### src/rtl/jddm_pkg.sv
// Shared types and constants for the joystick differential drive mixer.
// No dependencies; jddm_front, jddm_fifo, jddm_isqrt, jddm_back and the top import this package.
`timescale 1ns / 1ps

package jddm_pkg;

    // result action codes
    typedef enum logic [1:0] {
        ACT_DRIVE = 2'd0,
        ACT_STOP  = 2'd1,
        ACT_HOLD  = 2'd2
    } t_action;

    // sonar codes
    localparam logic [1:0] SONAR_CLEAR  = 2'd0;
    localparam logic [1:0] SONAR_OBST   = 2'd1;
    localparam logic [1:0] SONAR_CLEAR2 = 2'd2;
    localparam logic [1:0] SONAR_OTHER  = 2'd3;

    localparam int JOY_W   = 8;
    localparam int SQ_W    = 15;   // x*x, y*y of an 8-bit signed value
    localparam int DSQ_W   = 16;   // (x +/- 100)^2
    localparam int R2_W    = 16;
    localparam int A_W     = 17;
    localparam int RAD_W   = 32;
    localparam int ROOT_W  = RAD_W / 2;
    localparam int REM_W   = ROOT_W + 2;
    localparam int DUTY_W  = 8;

    localparam logic signed [JOY_W:0]  JOY_OFFSET   = 9'sd100;
    localparam logic [DUTY_W-1:0]      DUTY_MAX     = 8'd255;
    localparam logic [ROOT_W-1:0]      DUTY_DIVISOR = 16'd78;
    // floor(2^16 / 78); the result is at most one short and gets one correction
    localparam int RECIP_SHIFT = 16;
    localparam int RECIP_W     = 10;
    localparam logic [RECIP_W-1:0]     DUTY_RECIP   = 10'd840;
    localparam int PROD_W      = ROOT_W + RECIP_W;
    localparam int QUO_W       = PROD_W - RECIP_SHIFT;
    // root at or above 256*78 saturates the duty
    localparam logic [ROOT_W-1:0]      SAT_ROOT     = 16'd19968;

    typedef struct packed {
        logic signed [JOY_W-1:0] joy_x;
        logic signed [JOY_W-1:0] joy_y;
        t_action                 action;
        logic                    forward;
    } t_item;

    typedef struct packed {
        logic    valid;
        t_action action;
        logic    forward;
    } t_meta;

endpackage

### src/rtl/jddm_in_if.sv
// Input channel of the mixer: joystick sample and obstacle codes.
// Uses no package.
`timescale 1ns / 1ps

interface jddm_in_if;
    logic              valid;
    logic              ready;
    logic signed [7:0] joy_x;
    logic signed [7:0] joy_y;
    logic              ir_obstacle;
    logic [1:0]        sonar_code;

    modport source (output valid, joy_x, joy_y, ir_obstacle, sonar_code, input ready);
    modport sink   (input valid, joy_x, joy_y, ir_obstacle, sonar_code, output ready);
endinterface

### src/rtl/jddm_out_if.sv
// Output channel of the mixer: action, wheel duties and direction.
// Uses no package.
`timescale 1ns / 1ps

interface jddm_out_if;
    logic       valid;
    logic       ready;
    logic [1:0] action;
    logic [7:0] duty_left;
    logic [7:0] duty_right;
    logic       forward;

    modport source (output valid, action, duty_left, duty_right, forward, input ready);
    modport sink   (input valid, action, duty_left, duty_right, forward, output ready);
endinterface

### src/rtl/jddm_front.sv
// Front end: accepts input items and classifies them into drive, stop or hold.
// Depends on jddm_pkg and jddm_in_if.
`timescale 1ns / 1ps

module jddm_front (
    jddm_in_if.sink         i_in,
    input  logic            i_queue_full,
    output logic            o_wr_en,
    output jddm_pkg::t_item o_wr_item
);
    import jddm_pkg::*;

    logic       gate;
    logic       ir_g;
    logic [1:0] sonar_g;
    t_action    action;

    // obstacle codes only count while the stick points forward
    assign gate    = !i_in.joy_y[JOY_W-1] && (i_in.joy_y != '0);
    assign ir_g    = gate & i_in.ir_obstacle;
    assign sonar_g = gate ? i_in.sonar_code : SONAR_CLEAR;

    always_comb begin
        if (!ir_g && (sonar_g == SONAR_CLEAR || sonar_g == SONAR_CLEAR2)) begin
            action = ACT_DRIVE;
        end else if (ir_g || sonar_g == SONAR_OBST) begin
            action = ACT_STOP;
        end else begin
            action = ACT_HOLD;
        end
    end

    assign i_in.ready        = !i_queue_full;
    assign o_wr_en           = i_in.valid && !i_queue_full;
    assign o_wr_item.joy_x   = i_in.joy_x;
    assign o_wr_item.joy_y   = i_in.joy_y;
    assign o_wr_item.action  = action;
    assign o_wr_item.forward = gate;

endmodule

### src/rtl/jddm_fifo.sv
// Short queue between front and back; registered read data, popped on i_ce.
// Depends on jddm_pkg.
`timescale 1ns / 1ps

module jddm_fifo #(
    parameter int DEPTH = 4
) (
    input  logic            i_clk,
    input  logic            i_rst_n,
    input  logic            i_wr_en,
    input  jddm_pkg::t_item i_wr_item,
    output logic            o_full,
    input  logic            i_ce,
    output logic            o_rd_valid,
    output jddm_pkg::t_item o_rd_item
);
    import jddm_pkg::*;

    localparam int PTR_W = (DEPTH > 1) ? $clog2(DEPTH) : 1;
    localparam int CNT_W = $clog2(DEPTH + 1);

    t_item            mem [DEPTH];
    logic [PTR_W-1:0] r_wr_ptr, n_wr_ptr;
    logic [PTR_W-1:0] r_rd_ptr, n_rd_ptr;
    logic [CNT_W-1:0] r_count, n_count;
    logic             r_rd_valid;
    t_item            r_rd_item;
    logic             pop;
    logic             empty;

    assign empty  = (r_count == '0);
    assign o_full = (r_count == CNT_W'(DEPTH));
    assign pop    = i_ce && !empty;

    always_comb begin
        n_wr_ptr = r_wr_ptr;
        n_rd_ptr = r_rd_ptr;
        if (i_wr_en) begin
            n_wr_ptr = (r_wr_ptr == PTR_W'(DEPTH - 1)) ? '0 : r_wr_ptr + 1'b1;
        end
        if (pop) begin
            n_rd_ptr = (r_rd_ptr == PTR_W'(DEPTH - 1)) ? '0 : r_rd_ptr + 1'b1;
        end
        case ({i_wr_en, pop})
            2'b10:   n_count = r_count + 1'b1;
            2'b01:   n_count = r_count - 1'b1;
            default: n_count = r_count;
        endcase
    end

    always_ff @(posedge i_clk) begin
        if (!i_rst_n) begin
            r_wr_ptr   <= '0;
            r_rd_ptr   <= '0;
            r_count    <= '0;
            r_rd_valid <= 1'b0;
        end else begin
            r_wr_ptr <= n_wr_ptr;
            r_rd_ptr <= n_rd_ptr;
            r_count  <= n_count;
            if (i_ce) begin
                r_rd_valid <= !empty;
            end
        end
    end

    always_ff @(posedge i_clk) begin
        if (i_wr_en) begin
            mem[r_wr_ptr] <= i_wr_item;
        end
        if (pop) begin
            r_rd_item <= mem[r_rd_ptr];
        end
    end

    assign o_rd_valid = r_rd_valid;
    assign o_rd_item  = r_rd_item;

endmodule

### src/rtl/jddm_isqrt.sv
// Pipelined integer square root (floor), one result bit per stage, stalled by i_ce.
// Depends on jddm_pkg.
`timescale 1ns / 1ps

module jddm_isqrt (
    input  logic                        i_clk,
    input  logic                        i_ce,
    input  logic [jddm_pkg::RAD_W-1:0]  i_radicand,
    output logic [jddm_pkg::ROOT_W-1:0] o_root
);
    import jddm_pkg::*;

    logic [REM_W-1:0]  r_rem  [ROOT_W-1];
    logic [RAD_W-1:0]  r_rad  [ROOT_W-1];
    logic [ROOT_W-1:0] r_root [ROOT_W];

    for (genvar g = 0; g < ROOT_W; g++) begin : g_stage
        logic [REM_W-1:0]  rem_in;
        logic [RAD_W-1:0]  rad_in;
        logic [ROOT_W-1:0] root_in;
        logic [REM_W-1:0]  rem_sh;
        logic [REM_W-1:0]  trial;
        logic              take;

        if (g == 0) begin : g_first
            assign rem_in  = '0;
            assign rad_in  = i_radicand;
            assign root_in = '0;
        end else begin : g_next
            assign rem_in  = r_rem[g-1];
            assign rad_in  = r_rad[g-1];
            assign root_in = r_root[g-1];
        end

        // remainder is at most 2*root, so its top two bits are free here
        assign rem_sh = {rem_in[REM_W-3:0], rad_in[RAD_W-1 -: 2]};
        assign trial  = {root_in, 2'b01};
        assign take   = (rem_sh >= trial);

        always_ff @(posedge i_clk) begin
            if (i_ce) begin
                r_root[g] <= {root_in[ROOT_W-2:0], take};
            end
        end

        if (g < ROOT_W - 1) begin : g_carry
            always_ff @(posedge i_clk) begin
                if (i_ce) begin
                    r_rem[g] <= take ? rem_sh - trial : rem_sh;
                    r_rad[g] <= {rad_in[RAD_W-3:0], 2'b00};
                end
            end
        end
    end

    assign o_root = r_root[ROOT_W-1];

endmodule

### src/rtl/jddm_back.sv
// Back end: squares, products, two square roots, divide by 78 and the output register.
// Depends on jddm_pkg, jddm_out_if and jddm_isqrt.
`timescale 1ns / 1ps

module jddm_back (
    input  logic            i_clk,
    input  logic            i_rst_n,
    input  logic            i_valid,
    input  jddm_pkg::t_item i_item,
    output logic            o_ce,
    jddm_out_if.source      o_out
);
    import jddm_pkg::*;

    logic ce;

    // stage 1: squares
    t_meta             r_m1;
    logic [SQ_W-1:0]   r_sq_x, r_sq_y;
    logic [DSQ_W-1:0]  r_sq_dr, r_sq_dl;
    // stage 2: sums
    t_meta             r_m2;
    logic [R2_W-1:0]   r_r2;
    logic [A_W-1:0]    r_a_r, r_a_l;
    // stage 3: radicands
    t_meta             r_m3;
    logic [RAD_W-1:0]  r_prod_r, r_prod_l;
    // square root stages
    t_meta             r_msq [ROOT_W];
    logic [ROOT_W-1:0] root_r, root_l;
    // divide stage
    t_meta             r_md;
    logic [ROOT_W-1:0] r_root_r, r_root_l;
    logic [PROD_W-1:0] r_p_r, r_p_l;
    logic              r_sat_r, r_sat_l;
    // output register
    logic              r_out_valid;
    t_action           r_out_action;
    logic [DUTY_W-1:0] r_out_dl, r_out_dr;
    logic              r_out_fwd;

    logic signed [JOY_W:0]       dx_r, dx_l;
    logic signed [2*JOY_W-1:0]   px, py;
    logic signed [2*JOY_W+1:0]   pdr, pdl;
    logic [DUTY_W-1:0]           duty_r, duty_l;
    t_meta                       m0;

    assign ce   = !r_out_valid || o_out.ready;
    assign o_ce = ce;

    assign m0.valid   = i_valid;
    assign m0.action  = i_item.action;
    assign m0.forward = i_item.forward;

    assign dx_r = $signed({i_item.joy_x[JOY_W-1], i_item.joy_x}) - JOY_OFFSET;
    assign dx_l = $signed({i_item.joy_x[JOY_W-1], i_item.joy_x}) + JOY_OFFSET;
    assign px   = i_item.joy_x * i_item.joy_x;
    assign py   = i_item.joy_y * i_item.joy_y;
    assign pdr  = dx_r * dx_r;
    assign pdl  = dx_l * dx_l;

    // quotient estimate is at most one short of floor(root/78)
    function automatic logic [DUTY_W-1:0] duty_of(input logic [ROOT_W-1:0] root,
                                                  input logic [PROD_W-1:0] p,
                                                  input logic sat);
        logic [QUO_W-1:0]  q0;
        logic [ROOT_W-1:0] rem;
        logic [QUO_W-1:0]  q;
        q0  = p[PROD_W-1:RECIP_SHIFT];
        rem = root - ROOT_W'(q0 * DUTY_DIVISOR);
        q   = (rem >= DUTY_DIVISOR) ? q0 + 1'b1 : q0;
        return sat ? DUTY_MAX : q[DUTY_W-1:0];
    endfunction

    assign duty_r = duty_of(r_root_r, r_p_r, r_sat_r);
    assign duty_l = duty_of(r_root_l, r_p_l, r_sat_l);

    jddm_isqrt u_isqrt_r (
        .i_clk      (i_clk),
        .i_ce       (ce),
        .i_radicand (r_prod_r),
        .o_root     (root_r)
    );

    jddm_isqrt u_isqrt_l (
        .i_clk      (i_clk),
        .i_ce       (ce),
        .i_radicand (r_prod_l),
        .o_root     (root_l)
    );

    always_ff @(posedge i_clk) begin
        if (!i_rst_n) begin
            r_m1.valid  <= 1'b0;
            r_m2.valid  <= 1'b0;
            r_m3.valid  <= 1'b0;
            r_md.valid  <= 1'b0;
            r_out_valid <= 1'b0;
            for (int i = 0; i < ROOT_W; i++) begin
                r_msq[i].valid <= 1'b0;
            end
        end else if (ce) begin
            r_m1.valid  <= m0.valid;
            r_m2.valid  <= r_m1.valid;
            r_m3.valid  <= r_m2.valid;
            r_msq[0].valid <= r_m3.valid;
            for (int i = 1; i < ROOT_W; i++) begin
                r_msq[i].valid <= r_msq[i-1].valid;
            end
            r_md.valid  <= r_msq[ROOT_W-1].valid;
            r_out_valid <= r_md.valid;

            r_m1.action  <= m0.action;
            r_m1.forward <= m0.forward;
            r_sq_x       <= px[SQ_W-1:0];
            r_sq_y       <= py[SQ_W-1:0];
            r_sq_dr      <= pdr[DSQ_W-1:0];
            r_sq_dl      <= pdl[DSQ_W-1:0];

            r_m2.action  <= r_m1.action;
            r_m2.forward <= r_m1.forward;
            r_r2         <= R2_W'(r_sq_x) + R2_W'(r_sq_y);
            r_a_r        <= A_W'(r_sq_dr) + A_W'(r_sq_y);
            r_a_l        <= A_W'(r_sq_dl) + A_W'(r_sq_y);

            r_m3.action  <= r_m2.action;
            r_m3.forward <= r_m2.forward;
            r_prod_r     <= RAD_W'(r_a_r) * RAD_W'(r_r2);
            r_prod_l     <= RAD_W'(r_a_l) * RAD_W'(r_r2);

            r_msq[0].action  <= r_m3.action;
            r_msq[0].forward <= r_m3.forward;
            for (int i = 1; i < ROOT_W; i++) begin
                r_msq[i].action  <= r_msq[i-1].action;
                r_msq[i].forward <= r_msq[i-1].forward;
            end

            r_md.action  <= r_msq[ROOT_W-1].action;
            r_md.forward <= r_msq[ROOT_W-1].forward;
            r_root_r     <= root_r;
            r_root_l     <= root_l;
            r_p_r        <= PROD_W'(root_r) * PROD_W'(DUTY_RECIP);
            r_p_l        <= PROD_W'(root_l) * PROD_W'(DUTY_RECIP);
            r_sat_r      <= (root_r >= SAT_ROOT);
            r_sat_l      <= (root_l >= SAT_ROOT);

            // stop and hold carry zero duties and no direction
            r_out_action <= r_md.action;
            r_out_dl     <= (r_md.action == ACT_DRIVE) ? duty_l : '0;
            r_out_dr     <= (r_md.action == ACT_DRIVE) ? duty_r : '0;
            r_out_fwd    <= (r_md.action == ACT_DRIVE) && r_md.forward;
        end
    end

    assign o_out.valid      = r_out_valid;
    assign o_out.action     = r_out_action;
    assign o_out.duty_left  = r_out_dl;
    assign o_out.duty_right = r_out_dr;
    assign o_out.forward    = r_out_fwd;

endmodule

### src/rtl/joystick_differential_drive_mixer.sv
// Joystick differential drive mixer: an item is accepted into a short queue, then
// passes the read register, squares, sums, radicands, the 16-stage square root pipeline,
// divide and output registers; one item per cycle is sustained while the output is taken.
// A stalled output freezes the back pipeline; input keeps flowing until the queue fills.
// Synchronous active-low reset empties the queue and clears all valid bits.
// Depends on jddm_pkg, jddm_in_if, jddm_out_if, jddm_front, jddm_fifo, jddm_back.
`timescale 1ns / 1ps

module joystick_differential_drive_mixer #(
    parameter int QUEUE_DEPTH = 4
) (
    input  logic       i_clk,
    input  logic       i_rst_n,
    jddm_in_if.sink    i_in,
    jddm_out_if.source o_out
);
    import jddm_pkg::*;

    logic  queue_full;
    logic  wr_en;
    t_item wr_item;
    logic  ce;
    logic  rd_valid;
    t_item rd_item;

    jddm_front u_front (
        .i_in         (i_in),
        .i_queue_full (queue_full),
        .o_wr_en      (wr_en),
        .o_wr_item    (wr_item)
    );

    jddm_fifo #(
        .DEPTH (QUEUE_DEPTH)
    ) u_fifo (
        .i_clk      (i_clk),
        .i_rst_n    (i_rst_n),
        .i_wr_en    (wr_en),
        .i_wr_item  (wr_item),
        .o_full     (queue_full),
        .i_ce       (ce),
        .o_rd_valid (rd_valid),
        .o_rd_item  (rd_item)
    );

    jddm_back u_back (
        .i_clk   (i_clk),
        .i_rst_n (i_rst_n),
        .i_valid (rd_valid),
        .i_item  (rd_item),
        .o_ce    (ce),
        .o_out   (o_out)
    );

endmodule
### src/flat_wrapper.sv
// flat-port wrapper written by rule: the top's interface ports become plain ports
module joystick_differential_drive_mixer_flat import jddm_pkg::*;
#(
    parameter int QUEUE_DEPTH = 4
)
  (i_clk, i_rst_n, i_in_valid, i_in_joy_x, i_in_joy_y, i_in_ir_obstacle, i_in_sonar_code, i_in_ready, o_out_valid, o_out_action, o_out_duty_left, o_out_duty_right, o_out_forward, o_out_ready);
  jddm_in_if i_in_i ();
  jddm_out_if o_out_i ();
  input  logic i_clk;
  input  logic i_rst_n;
  input wire logic [$bits(i_in_i.valid)-1:0] i_in_valid;
  input wire logic [$bits(i_in_i.joy_x)-1:0] i_in_joy_x;
  input wire logic [$bits(i_in_i.joy_y)-1:0] i_in_joy_y;
  input wire logic [$bits(i_in_i.ir_obstacle)-1:0] i_in_ir_obstacle;
  input wire logic [$bits(i_in_i.sonar_code)-1:0] i_in_sonar_code;
  output wire logic [$bits(i_in_i.ready)-1:0] i_in_ready;
  output wire logic [$bits(o_out_i.valid)-1:0] o_out_valid;
  output wire logic [$bits(o_out_i.action)-1:0] o_out_action;
  output wire logic [$bits(o_out_i.duty_left)-1:0] o_out_duty_left;
  output wire logic [$bits(o_out_i.duty_right)-1:0] o_out_duty_right;
  output wire logic [$bits(o_out_i.forward)-1:0] o_out_forward;
  input wire logic [$bits(o_out_i.ready)-1:0] o_out_ready;
  assign i_in_i.valid = i_in_valid;
  assign i_in_i.joy_x = i_in_joy_x;
  assign i_in_i.joy_y = i_in_joy_y;
  assign i_in_i.ir_obstacle = i_in_ir_obstacle;
  assign i_in_i.sonar_code = i_in_sonar_code;
  assign i_in_ready = i_in_i.ready;
  assign o_out_valid = o_out_i.valid;
  assign o_out_action = o_out_i.action;
  assign o_out_duty_left = o_out_i.duty_left;
  assign o_out_duty_right = o_out_i.duty_right;
  assign o_out_forward = o_out_i.forward;
  assign o_out_i.ready = o_out_ready;
  joystick_differential_drive_mixer #(.QUEUE_DEPTH(QUEUE_DEPTH)) u_core (.i_clk(i_clk), .i_rst_n(i_rst_n), .i_in(i_in_i), .o_out(o_out_i));
endmodule
### config.mk
export PLATFORM = sky130hd
export DESIGN_NAME = joystick_differential_drive_mixer_flat
export DESIGN_NICKNAME = d
export VERILOG_FILES = /design/src/rtl/jddm_pkg.sv /design/src/rtl/jddm_in_if.sv /design/src/rtl/jddm_out_if.sv /design/src/rtl/jddm_front.sv /design/src/rtl/jddm_fifo.sv /design/src/rtl/jddm_isqrt.sv /design/src/rtl/jddm_back.sv /design/src/rtl/joystick_differential_drive_mixer.sv /design/src/flat_wrapper.sv
export SDC_FILE = /design/constraint.sdc
export NUM_CORES = 2
export LEC_CHECK = 0
export BUFFER_PORTS_ARGS = -buffer_cell sky130_fd_sc_hd__buf_2
export CORE_MARGIN = 3
export CORE_UTILIZATION = 51
export DETAILED_ROUTE_END_ITERATION = 10
export PLACE_DENSITY = 0.66
export SYNTH_ARGS = -nofsm -noshare
export SYNTH_HDL_FRONTEND = slang
export SYNTH_SLANG_ARGS = --single-unit
### constraint.sdc
create_clock -name i_clk -period 104.1 [get_ports i_clk]
set_input_delay 10.41 -clock i_clk [delete_from_list [all_inputs] [get_ports i_clk]]
set_output_delay 10.41 -clock i_clk [all_outputs]
set_load 0.05 [all_outputs]
==> After elaboration in Yosys (flattened, before gate mapping) <==
Memory sizes are Yosys's and may differ from the RTL's. A register that Yosys moved wholly into a read port is not among the register bits.
Index checks and enable logic that the tools add are counted.
{ "word_totals": {"register_bits": 300, "ram_bits": 2092, "inputBits": 23, "out_inout_bits": 21, "wordCells": 239, "memories": 8} }
{ "mem_list": {"columns": ["name", "depth", "word_bits", "read_ports", "rd_clocked_by_memory_dff", "wr", "line", "rtl"], "rows": [
  ["u_core.u_back.u_isqrt_l.r_rad", 15, 30, 15, 0, 15, "jddm_isqrt.sv:14", "logic [RAD_W-1:0] r_rad [ROOT_W-1];"],
  ["u_core.u_back.u_isqrt_r.r_rad", 15, 30, 15, 0, 15, "jddm_isqrt.sv:14", null],
  ["u_core.u_back.u_isqrt_l.r_rem", 15, 18, 15, 0, 15, "jddm_isqrt.sv:13", "logic [REM_W-1:0] r_rem [ROOT_W-1];"],
  ["u_core.u_back.u_isqrt_r.r_rem", 15, 18, 15, 0, 15, "jddm_isqrt.sv:13", null],
  ["u_core.u_back.u_isqrt_l.r_root", 16, 16, 16, 0, 16, "jddm_isqrt.sv:15", "logic [ROOT_W-1:0] r_root [ROOT_W];"],
  ["u_core.u_back.u_isqrt_r.r_root", 16, 16, 16, 0, 16, "jddm_isqrt.sv:15", null],
  ["+2 memories", null, null, null, null, null, null, null]
]} }
{ "op_classes": {"n_addsub": 43, "multipliers": 10, "magnitude_cmp": 36, "eq_ne": 7, "n_mux": 63, "bitwise_logic": 17, "n_reduce_logical": 19} }
{ "op_table": {"columns": ["cell", "count"], "rows": [
  [">= comparator 18 bit", 30],
  ["two-way mux 18 bit", 30],
  ["subtractor 18 bit", 28],
  ["multiplier 17 x 16 -> 32 bit", 2],
  ["multiplier 16 x 7 -> 23 bit, second input constant", 2],
  ["adder 16 x 15 -> 17 bit", 2],
  [">= comparator 16 x 15 -> 1 bit, second input constant", 2],
  [">= comparator 16 x 7 -> 1 bit, second input constant", 2],
  ["multiplier 9 x 9 -> 16 bit", 2],
  ["two-way mux 8 bit", 4],
  ["subtractor 16 bit", 2],
  ["multiplier 10 x 6 -> 15 bit, second input constant", 2],
  ["multiplier 8 x 8 -> 15 bit", 2],
  ["two-way mux 1 bit", 23],
  ["adder 15 x 15 -> 16 bit", 1],
  ["adder 8 x 1 -> 8 bit, second input constant", 2],
  ["bitwise OR 1 bit", 16],
  ["two-way mux 2 bit", 5],
  ["adder 8 x 8 -> 9 bit, second input constant", 1],
  ["subtractor 8 x 8 -> 9 bit, second input constant", 1],
  ["== test 2 bit, second input constant", 4],
  ["nonzero test 8 bit", 1],
  ["one-hot mux 3 bit (2 select lines)", 1],
  ["subtractor 2 x 1 -> 3 bit, second input constant", 2],
  ["14 further kinds", 28]
]} }

==> Depth between registers and ports, before layout <==
{ "depth": {"ltp_word": 7, "ltp_mapped": 28, "mapped_depth_nobuf": 27} }

==> Hierarchy <==
A second synthesis with hierarchy kept.
{ "hier_totals": {"cells_unflattened": 8840, "hier_area_um2": 103722.0} }
{ "by_module_without_submodules": {"columns": ["module", "n_inst", "cells_each", "area_per_inst_um2", "seq_area_each_um2"], "rows": [
  ["jddm_back", 1, 4574, 44900.6, 9108.7],
  ["jddm_isqrt (u_core.u_back.u_isqrt_r)", 1, 2023, 27438.8, 18017.3],
  ["jddm_isqrt (u_core.u_back.u_isqrt_l)", 1, 2048, 27411.3, 18017.3],
  ["jddm_fifo", 1, 170, 3783.6, 3012.9],
  ["jddm_front", 1, 25, 187.7, 0.0]
]} }

==> Worst setup path before layout <==
Ideal clock, no wire load.
{ "synth_timing": {"path_type": "in2reg", "start": "input o_out_ready", "end": "register u_core.u_back.r_out_action[0], in the netlist u_core.u_back.o_out.action[0], enable pin", "setup_time_ns": 0.684, "arrival_ns": 50.228, "required_time_ns": 103.416, "setup_slack_ns": 53.187, "cell_stages": 5, "path_buffers": 2, "path_cell_list": "nor2b_1 -> clkbuf_1 -> inv_1 -> clkbuf_1 -> and2_1"} }
{ "synth_via": {"elab_chain_cells": 2} }
{ "synth_lines": {"columns": ["element", "line", "rtl"], "rows": [
  ["from (decl)", "flat_wrapper.sv:22", "input wire logic [$bits(o_out_i.ready)-1:0] o_out_ready;"],
  ["logical OR 1 bit", "jddm_back.sv:48", "assign ce = !r_out_valid || o_out.ready;"],
  ["named net u_core.ce", "joystick_differential_drive_mixer.sv:22", "logic ce;"],
  ["AND reduction 2 bit (no line)", null, null],
  ["to (signal assigned)", "jddm_back.sv:148", "r_out_action <= r_md.action;"],
  ["to (decl)", "jddm_back.sv:38", "t_action r_out_action;"]
]} }
The timed path passes the listed nets, and every way through them passes these cells.
A chain may end at the register's enable or synchronous reset.

==> impl_metrics.env <==
export IMPL_pre_cts_slack_ps=88730
export IMPL_ys_ff_latch=1554
export IMPL_cts_root_buf="clkbuf_16"
export IMPL_synth_edf_count=1526
export IMPL_ys_seq_area_frac=0.461
export IMPL_postCtsSetupRepairBufs=0
export IMPL_drc=0
export IMPL_layout_cells_non_filler=11500
export IMPL_cts_resized=0
export IMPL_rsz0062_at_grt="false"
export IMPL_cp_startpoint="o_out_ready"
export IMPL_whs_path_depth=0
export IMPL_rr_endpoint="u_core.u_back.r_prod_l[29]$_DFFE_PP_"
export IMPL_clock_latency_ps=820
export IMPL_placed_cells=11200
export IMPL_io_buffers=43
export IMPL_grt_max_degree=194
export IMPL_drive_above_1_share=0.0576
export IMPL_endpoint="u_core.u_back.u_isqrt_r.r_root[5][5]$_DFFE_PN_"
export IMPL_gp_congestion=0.862
export IMPL_r2r_start="u_core.u_back.r_r2[6]$_DFFE_PP_"
export IMPL_final_common_cell="edfxtp_1"
export IMPL_worstPathArrival_ps=14950
export IMPL_final_period_utilization=0.140
export IMPL_cp_max_fo=116
export IMPL_grt_overflow=0
export IMPL_grt_pass1_wl_mm=299
export IMPL_core_area_um2=196000
export IMPL_grt_use_total=0.176
export IMPL_grt_pass1_vias=63200
export IMPL_fin_util=0.559
export IMPL_cts_made_buffers=165
export IMPL_cpPeakStageDelay_ps=930
export IMPL_syn_avg_cell_area_um2=11.7
export IMPL_dieArea_um2=203000
export IMPL_finalMaxSlewViolations=0
export IMPL_worstSetupEndpointType="flop"
export IMPL_path_clk_slew_ps=60
export IMPL_die_h_um=450
export IMPL_wl_mm=175
export IMPL_max_slew_margin=0.169
export IMPL_setup_ws_ps=89570
export IMPL_clockBufferDepth=3
export IMPL_yosys_warnings=0
export IMPL_first_pass_iters=7
export IMPL_hold_violations=0
export IMPL_syn2layout_area_growth_pct=8.65
export IMPL_htreeDepth=4
export IMPL_ant_nets=0
export IMPL_crit_path_cell_trace="buf_2, nor2b_2, buf_4, inv_8, buf_4, buf_4, buf_4, buf_4"
export IMPL_max_cap_violations=0
export IMPL_clock_sinks=1554
export IMPL_setup_viol=0
export IMPL_ioPinCount=44
export IMPL_vias=59800
export IMPL_synth_flop_cell="edfxtp_1"
export IMPL_synthesis_area_um2=101000
export IMPL_synth_cell_types=93
export IMPL_rows=162
export IMPL_die_width_um=450
export IMPL_worst_slew_pin_slew_ps=1250
export IMPL_min_delay_path_class="flop to flop"
export IMPL_final_min_clock_period_ps=14530
export IMPL_most_common_layout_cells="edfxtp_1, inv_1, ha_1"
export IMPL_cp_common_cell="buf_4"
export IMPL_viasPerCell=5.22
export IMPL_setup_tns_ps=0
export IMPL_fillerInstances=16000
export IMPL_cts_tree="done"
export IMPL_initial_utilization=0.515
export IMPL_postCtsHoldBufs=0
export IMPL_status="complete, no violations"
export IMPL_hpwl_mm=129
export IMPL_critical_path_slowest_cell="buf_4"
export IMPL_grt_antenna_before_repair=0
export IMPL_worst_setup_path_start_kind="input pin"
export IMPL_skew_ps=56.1
export IMPL_wl_per_cell_um=15.2
export IMPL_layout_nets=10300
export IMPL_syn_inst=8600
export IMPL_async_reset_ff_frac=0
export IMPL_dr_first_iter_drc_count=3223
export IMPL_criticalPathCategory="input pin to flop"
export IMPL_reg2reg_slack_ps=96910
export IMPL_max_freq_mhz=68.8
export IMPL_worst_endpoint_required_ps=104520
export IMPL_rr_worst_depth=20
[worst min path at each step]
| stage | startpoint | end | slack [ps] |
|---|---|---|---|
| after floorplan | u_core.u_fifo.o_rd_item[0]$_DFFE_PP_ | u_core.u_back.r_m1[0]$_DFFE_PP_ | 400 |
| after CTS | u_core.u_back.r_msq[1][12]$_DFFE_PP_ | u_core.u_back.r_msq[1][16]$_DFFE_PP_ | 400 |
| final | u_core.u_back.r_msq[1][12]$_DFFE_PP_ | u_core.u_back.r_msq[1][16]$_DFFE_PP_ | 400 |
| after global placement | u_core.u_back.u_isqrt_r.r_rad[0][13]$_DFFE_PN_ | u_core.u_back.u_isqrt_r.r_rad[0][45]$_DFFE_PN_ | 400 |
| after global routing | u_core.u_back.u_isqrt_l.r_rad[8][23]$_DFFE_PN_ | u_core.u_back.u_isqrt_l.r_rad[9][25]$_DFFE_PN_ | 410 |
| after detailed placement | u_core.u_back.r_m1[2]$_DFFE_PP_ | u_core.u_back.r_m2[2]$_DFFE_PP_ | 400 |
[stage by stage]
stage                     cell area [um2]  hold slack (ps)
after floorplan                    101000              400
after global placement             104000              400
after detailed placement           104000              405
after CTS                          109000              397
after global routing               109000              410
final                              109000              399
[logic make-up (layout without fill, tap and decap cells)]
group | after synthesis | count (layout) | share of synthesized area
and+or+nand+nor | 2045 | 2045 | 0.100
buffers and inverters | 1675 | 1911 | 0.0625
adders and majority gates | 1565 | 1565 | 0.245
DFF | 1554 | 1554 | 0.461
AOI/OAI and AO/OA | 1102 | 1102 | 0.0693
xor gates and xnor gates | 531 | 531 | 0.0462
muxes | 127 | 127 | 0.0161
other | 1 | 4 | 0.0000372
[worst max-delay path: cells and delay by family]
family                 cells  cell delay [ps]
buffers and inverters      7             4020
AND/OR/NAND/NOR            1               30
[final cells by class]
type,count,area [um2],share of cell area
Antenna cell,2,5.00,0.0000457
Clock buffer,198,4260,0.0390
Clock inverter,107,1150,0.0105
Inverter,1515,5690,0.0521
Multi-Input combinational cell,5372,48000,0.439
Sequential cell,1554,46400,0.424
Tap cell,2624,3280,0.0300
Timing Repair Buffer,91,588,0.00538
[metal layers]
metal / part of all wire / GRT usage / routed length (um) / up-vias
met5: 0 / 0 / 0 / -
met4: 0.027 / 0.0550 / 4800 / 0
met3: 0.033 / 0.0260 / 5790 / 341
met2: 0.52 / 0.318 / 90200 / 867
met1: 0.42 / 0.215 / 73700 / 29400
li1: - / - / - / 29300
[synthesized netlist by cell type, types with 15 or more instances]
master,count,share of area
and3_1,30,0.0019
xnor2_1,364,0.032
xor2_1,167,0.015
a31oi_1,30,0.0019
o211ai_1,17,0.0013
nand2b_1,70,0.0043
nor2b_1,92,0.0057
a21boi_0,59,0.0044
or2_2,39,0.0024
fa_1,675,0.13
edfxtp_1,1526,0.46
or4_1,31,0.0023
ha_1,890,0.11
o31ai_1,30,0.0022
mux2_2,77,0.0086
inv_1,1506,0.056
and2_1,304,0.019
dfxtp_1,28,0.0056
nand4_1,49,0.0030
o21a_1,93,0.0069
a21oi_1,383,0.019
clkbuf_1,149,0.0056
nand3_1,78,0.0039
o21bai_1,31,0.0023
or3_1,40,0.0025
nand2_1,618,0.023
o21ai_0,190,0.0094
nor2_1,427,0.016
nor3_1,151,0.0075
a211oi_1,17,0.0013
o21ai_1,38,0.0019
nor4_1,48,0.0030
mux2i_1,17,0.0017
mux4_2,19,0.0042
a21o_1,100,0.0075
nand3b_1,15,0.0011
[registers in the layout, summed over array words and instances (netlist names), 19 cells and up]
| signal | flops |
|---|---|
| u_core.u_fifo.o_rd_item | 19 |
| u_core.u_back.u_isqrt_r.r_rad | 202 |
| u_core.u_back.u_isqrt_l.r_root | 136 |
| u_core.u_back.r_prod_r | 31 |
| u_core.u_fifo.mem | 76 |
| u_core.u_back.u_isqrt_r.r_root | 136 |
| u_core.u_back.u_isqrt_l.r_rad | 219 |
| u_core.u_back.u_isqrt_r.r_rem | 224 |
| u_core.u_back.u_isqrt_l.r_rem | 224 |
| u_core.u_back.r_msq | 64 |
| u_core.u_back.r_prod_l | 29 |
Power is left out: the tool's default activity adds up to more than one toggle a clock period on the data nets, which glitch-free logic cannot reach.
